**config.mk**
```make
export PLATFORM = sky130hd
export DESIGN_NAME = prnc_ctrl
export DESIGN_NICKNAME = d
export VERILOG_FILES = /design/src/prnc_pkg.sv /design/src/prnc_ctrl.sv
export SDC_FILE = /design/constraint.sdc
export NUM_CORES = 1
export LEC_CHECK = 0
export BUFFER_PORTS_ARGS = -buffer_cell sky130_fd_sc_hd__buf_2
export CAP_MARGIN = 30
export CORE_AREA = 2 2 39 41
export CTS_CLUSTER_SIZE = 30
export DETAILED_ROUTE_END_ITERATION = 10
export DIE_AREA = 0 0 41 43
export PLACE_DENSITY = 0.35
export SLEW_MARGIN = 5
export SYNTH_ARGS = -nofsm -noshare
export SYNTH_HDL_FRONTEND = slang
export SYNTH_SLANG_ARGS = --single-unit
```
**constraint.sdc**
```tcl
create_clock -name clk -period 0.9 [get_ports clk]
set_input_delay 0.09 -clock clk [delete_from_list [all_inputs] [get_ports clk]]
set_output_delay 0.09 -clock clk [all_outputs]
set_load 0.005 [all_outputs]
```
**src/prnc_pkg.sv**
```systemverilog
`timescale 1ns / 1ps
// ----------------------------------------------------------------------------
// prnc_pkg: shared types and constants for the periodic neighbour counter
// Request and result structs, controller/datapath command and status groups,
// controller state encoding, configuration register indexes and reset values.
// ----------------------------------------------------------------------------
package prnc_pkg;

    localparam int MAX_AGENTS_DEF = 1024;

    localparam int COORD_W = 32;
    localparam int TOTAL_W = 11;
    localparam int SUM_W   = 21;
    localparam int MEAN_W  = 19;

    // Q.8 scaling of the mean
    localparam int FRAC_W = 8;

    typedef logic [1:0] cfg_index_t;

    localparam cfg_index_t CFG_BOX_WIDTH  = 2'd0;
    localparam cfg_index_t CFG_BOX_HEIGHT = 2'd1;
    localparam cfg_index_t CFG_RADIUS     = 2'd2;

    localparam logic [COORD_W-1:0] BOX_WIDTH_RST  = 32'd6553600;
    localparam logic [COORD_W-1:0] BOX_HEIGHT_RST = 32'd6553600;
    localparam logic [COORD_W-1:0] RADIUS_RST     = 32'd65536;

    typedef struct packed {
        logic [COORD_W-1:0] pos_x;
        logic [COORD_W-1:0] pos_y;
        logic               last_agent;
    } agent_t;

    typedef struct packed {
        logic [TOTAL_W-1:0] agent_total;
        logic [SUM_W-1:0]   neighbour_sum;
        logic [MEAN_W-1:0]  mean_neighbours;
    } result_t;

    typedef struct packed {
        logic load;
        logic pair_init;
        logic pair_issue;
        logic div_start;
        logic finish;
    } cmd_t;

    typedef struct packed {
        logic few_agents;
        logic last_pair;
        logic pipe_idle;
        logic div_done;
    } stat_t;

    typedef enum logic [2:0] {
        ST_IDLE,
        ST_SETUP,
        ST_PAIR,
        ST_DRAIN,
        ST_DIVIDE
    } state_t;

endpackage

```
**src/prnc_ctrl.sv**
```systemverilog
`timescale 1ns / 1ps
// ----------------------------------------------------------------------------
// prnc_ctrl: snapshot sequencer
// Loads requests, runs the pair walk, drains the test pipeline, runs the
// divider and retires the result.
// ----------------------------------------------------------------------------
module prnc_ctrl (
    input  logic            clk,
    input  logic            rst_n,
    input  logic            start,
    input  logic            last_agent,
    output logic            busy,
    output prnc_pkg::cmd_t  cmd,
    input  prnc_pkg::stat_t stat
);
    import prnc_pkg::*;

    state_t state_reg, state_next;

    always_ff @(posedge clk or negedge rst_n)
    begin
        if (!rst_n)
            state_reg <= ST_IDLE;
        else
            state_reg <= state_next;
    end

    always_comb
    begin
        state_next = state_reg;
        cmd        = '0;
        case (state_reg)
            ST_IDLE:
            begin
                if (start)
                begin
                    cmd.load = 1'b1;
                    if (last_agent)
                        state_next = ST_SETUP;
                end
            end
            ST_SETUP:
            begin
                cmd.pair_init = 1'b1;
                state_next    = stat.few_agents ? ST_DRAIN : ST_PAIR;
            end
            ST_PAIR:
            begin
                cmd.pair_issue = 1'b1;
                if (stat.last_pair)
                    state_next = ST_DRAIN;
            end
            ST_DRAIN:
            begin
                if (stat.pipe_idle)
                begin
                    cmd.div_start = 1'b1;
                    state_next    = ST_DIVIDE;
                end
            end
            ST_DIVIDE:
            begin
                if (stat.div_done)
                begin
                    cmd.finish = 1'b1;
                    state_next = ST_IDLE;
                end
            end
            default:
            begin
                state_next = ST_IDLE;
            end
        endcase
    end

    assign busy = (state_reg != ST_IDLE);

`ifndef SYNTHESIS
    a_last_pair_ends_walk: assert property (@(posedge clk) disable iff (!rst_n)
        (state_reg == ST_PAIR) && stat.last_pair |=> state_reg == ST_DRAIN)
        else $error("pair walk did not stop at the last pair");

    a_finish_to_idle: assert property (@(posedge clk) disable iff (!rst_n)
        cmd.finish |=> !busy)
        else $error("controller still busy after result");
`endif

endmodule

```
# Word-level counts from Yosys, hierarchy flattened
# Index checks and enable logic that the tools add are counted.
# word_totals
ff_bits,3
inputBits,8
output_inout_bits,6
wordCells,28
# classes
eq_ne,9
n_mux,15
reduce_logical,3
# op_table
operator,n
3-bit 2-to-1 mux,5
3-bit one-hot mux with 5 select lines,1
"2-bit != test, second input constant",5
1-bit 2-to-1 mux,9
"3-bit by 2-bit == test with 1-bit output, second input constant",2
5-bit AND reduction,1
"3-bit by 1-bit == test with 1-bit output, second input constant",1
"3-bit == test, second input constant",1
3-bit logical NOT,1
3-bit nonzero test,1

# Longest topological paths before layout
# depth
depth_word,3
mapped_depth,3
ltp_nobuf,3

# Worst setup path before layout
# No wires, ideal clock.
# synth_timing
path_type,reg-to-output
start,reg state_reg[0]
end,out cmd[4] in the netlist's numbering
arrival_time_ps,903
t_required_ps,810
slack_ps,-93
path_stages_with_launch,3
n_path_buf,0
cell_sequence,dfrtp_1 -> or3_4 -> nor2_2
# synth_lines
item,line,rtl
start: declaration,prnc_ctrl.sv:18,"state_t state_reg, state_next;"
start signal: assignment,prnc_ctrl.sv:25,state_reg <= state_next;
end: declaration,prnc_ctrl.sv:13,"output prnc_pkg::cmd_t cmd,"

==> reports/results.ini <==
[run_status]
status = finished with violations
violations = negative setup slack

[timing]
min_period_ns = 1.28
finalSetupTns_ns = -2.15
tightest_slew_ns = 0.205
slew_headroom = 0.863
fmax_mhz = 782
setup_slack_ns = -0.379
rsz0062_at_grt = true
fin_crit_sh = 1.42
setup_viol = 9
finalClockSkew_ns = 0.00334
hold_viol_final = 0
final-max-slew-violation-count = 0

[worst_setup_path]
crit_chain = or3_4, nor2_2, buf_2
end_kind = output pin
start_kind = register
critPathArrivalTime_ns = 1.19
crit_type = register to output pin
crit_buf_inv = 1
crit_path_max_fanout = 4
r2r_slack_ns = -0.18
path_delay_family = simple AND/OR/NAND/NOR gates
cpPeakStageDelay_ns = 0.40
worst_ep_required_time_ns = 0.81
r2r_end = state_reg[0]
reg2reg_depth = 3
r2r_start = state_reg[1]
crit_slowest_cell = dfrtp_1

[final_layout]
fin_nets = 57
fill_cells = 155
areaGrowthSynthToFinish_pct = 128
fin_cells = 64
insertedDiodeCount = 0
layout-drive-gt1-share = 0.708
multi_input_area_um2 = 131
seqCellArea_um2 = 76.3
finish.utilization = 0.297
largest_register_ff_count = 3

[drt]
drc = 0
final_antenna_net_count = 0
drt-pass1-iter-count = 1
routed_wl_um = 645
wl_per_cell_um = 10.1
vias_per_cell = 3.92
drt-initial-drc-count = 0
vias = 251

[synthesis]
synthTopCellsByArea = dfrtp_1 42%, nor2_1 6.3%, or3_4 6.3%
netlist_area_um2 = 180
synthTopCellsByCount = 3 x dfrtp_1, 3 x nor2_1, 2 x nand2_1
ys.warnings.count = 0
synth_edf_count = 0
synth_top_cell_by_area = dfrtp_1
avgSynthCellArea_um2 = 8.58
ys_seq_area_frac = 0.417
synthArstFlopShare = 1.00
synth_flop_cell = dfrtp_1
syn_nets = 29
synth.top_cell.area_share = 0.417
synth_cells = 21
yosysUniqueCellTypes = 16
ys_ff_latch = 3

[power]
p_int_mw = 0.913
share_comb_of_total_power = 0.635
sw_frac_of_total = 0.344
powerDensity_nw_per_um2 = 3380
p_leak_nw = 0.210
clkPwrFrac = 0.168
p_sw_mw = 0.479
seqPwrFrac = 0.197
irDropWorstVdd_v = 0.00131

[placed_design]
dp_hpwl_um = 471
dp.cells = 56
port_buffers = 13
gp_congestion = 0.649

[cts]
cts.clk_slew.worst_paths_ns = 0.04
cts_root_buffer = clkbuf_4
cts_sinks = 3
cts_tree = done
cts_buffers = 3
clockBufferDepth = 2
h-tree-depth = 1
clk_latency_ns = 0.23

[worst_hold_path]
hold_path_depth = 2
worstHoldStart = stat[0]
min_path_type = input port to register
min_to = state_reg[2]

[floorplan]
die_width_um = 41
ios = 14
dieHeight_um = 43
fp.dieArea_um2 = 1760
num_rows = 14
start_util = 0.130
core_um2 = 1380

[job]
drv_cap = 0

[grt]
antenna_found_initial = 0
grt_usage = 0.0947
grt_start_max_net_pins = 7
grt_pass1_wl_um = 1040
grt_pass1_vias = 244
overflow = 0

kinds of logic (layout without fill, tap and decap cells):
group / Yosys count / in the layout / synth area share
and+or+nand+nor: 13 / 13 / 0.424
AOI/OAI and AO/OA: 4 / 4 / 0.139
DFF: 3 / 3 / 0.417
buffers and inverters: 1 / 28 / 0.0208
metrics by stage:
step | hold slack, ns | total power, mW | instance area [um^2] | worst slack [ns]
5_1_grt | 0.0454 | 1.53 | 412 | -0.449
2_1_floorplan | -0.206 | 0.528 | 180 | -0.0880
3_5_place_dp | -0.112 | 0.872 | 310 | -0.176
3_3_place_gp | -0.113 | 0.874 | 310 | -0.153
4_1_cts | 0.0400 | 1.40 | 410 | -0.393
6_report | 0.0511 | 1.39 | 412 | -0.379
repair_timing:
| action | CTS | global route |
|---|---|---|
| pin swaps | 1 | 0 |
| resized for setup | 9 | 1 |
| setup endpoints to repair | 9 | 9 |
| hold buffers | 1 | 0 |
| buffers inserted | 3 | 0 |
| hold endpoints to repair | 3 | 0 |
layout by cell type (no fill, tap or decap):
| cell | count |
|---|---|
| nor2_2 | 1 |
| buf_2 | 13 |
| clkbuf_4 | 3 |
| nand3b_1 | 1 |
| and3_2 | 1 |
| nor3b_2 | 1 |
| buf_6 | 3 |
| dfrtp_1 | 2 |
| o22ai_2 | 1 |
| a221oi_2 | 1 |
| nand2_1 | 2 |
| o21ai_1 | 1 |
| dlygate4sd3_1 | 1 |
| buf_4 | 6 |
| dfrtp_2 | 1 |
| or3_4 | 1 |
| nand2b_4 | 1 |
| a21oi_1 | 1 |
| and3_1 | 1 |
| inv_1 | 1 |
| nor2_1 | 3 |
| clkbuf_1 | 1 |
| nor3_2 | 1 |
area by class of cell:
class                           instances  share of cell area
Sequential cell                         3               0.185
Clock buffer                            4              0.0638
Timing Repair Buffer                   23               0.374
Tap cell                               16              0.0486
Inverter                                1             0.00912
Multi-Input combinational cell         17               0.319
worst max-delay path by stage:
stage                       from     end  slack [ns]  cells after the start
finish              state_reg[1]  cmd[4]       -0.38                      3
global route        state_reg[1]  cmd[4]       -0.45                      3
CTS                 state_reg[1]  cmd[4]       -0.39                      3
detailed placement  state_reg[1]  cmd[4]       -0.18                      3
global placement    state_reg[1]  cmd[4]       -0.15                      3
floorplan           state_reg[2]  cmd[4]       -0.09                      2
routing by layer:
metal | GRT usage | wire length, um | part of all wire | vias to the layer above
met5 | 0 | 0 | 0 | -
met2 | 0.131 | 297 | 0.46 | 13
met1 | 0.0942 | 267 | 0.41 | 109
met4 | 0.0800 | 0 | 0 | 0
li1 | - | - | - | 129
met3 | 0.0576 | 80 | 0.12 | 0
power by group through the flow:
stage          combinational, mW  clock, mW  sequential [mW]
2_1_floorplan              0.246          0            0.282
3_3_place_gp               0.598          0            0.276
3_5_place_dp               0.593          0            0.279
4_1_cts                    0.882      0.252            0.265
5_1_grt                    0.976      0.270            0.280
6_report                   0.884      0.234            0.274
Note: power is estimated with default switching activity, not from simulation.
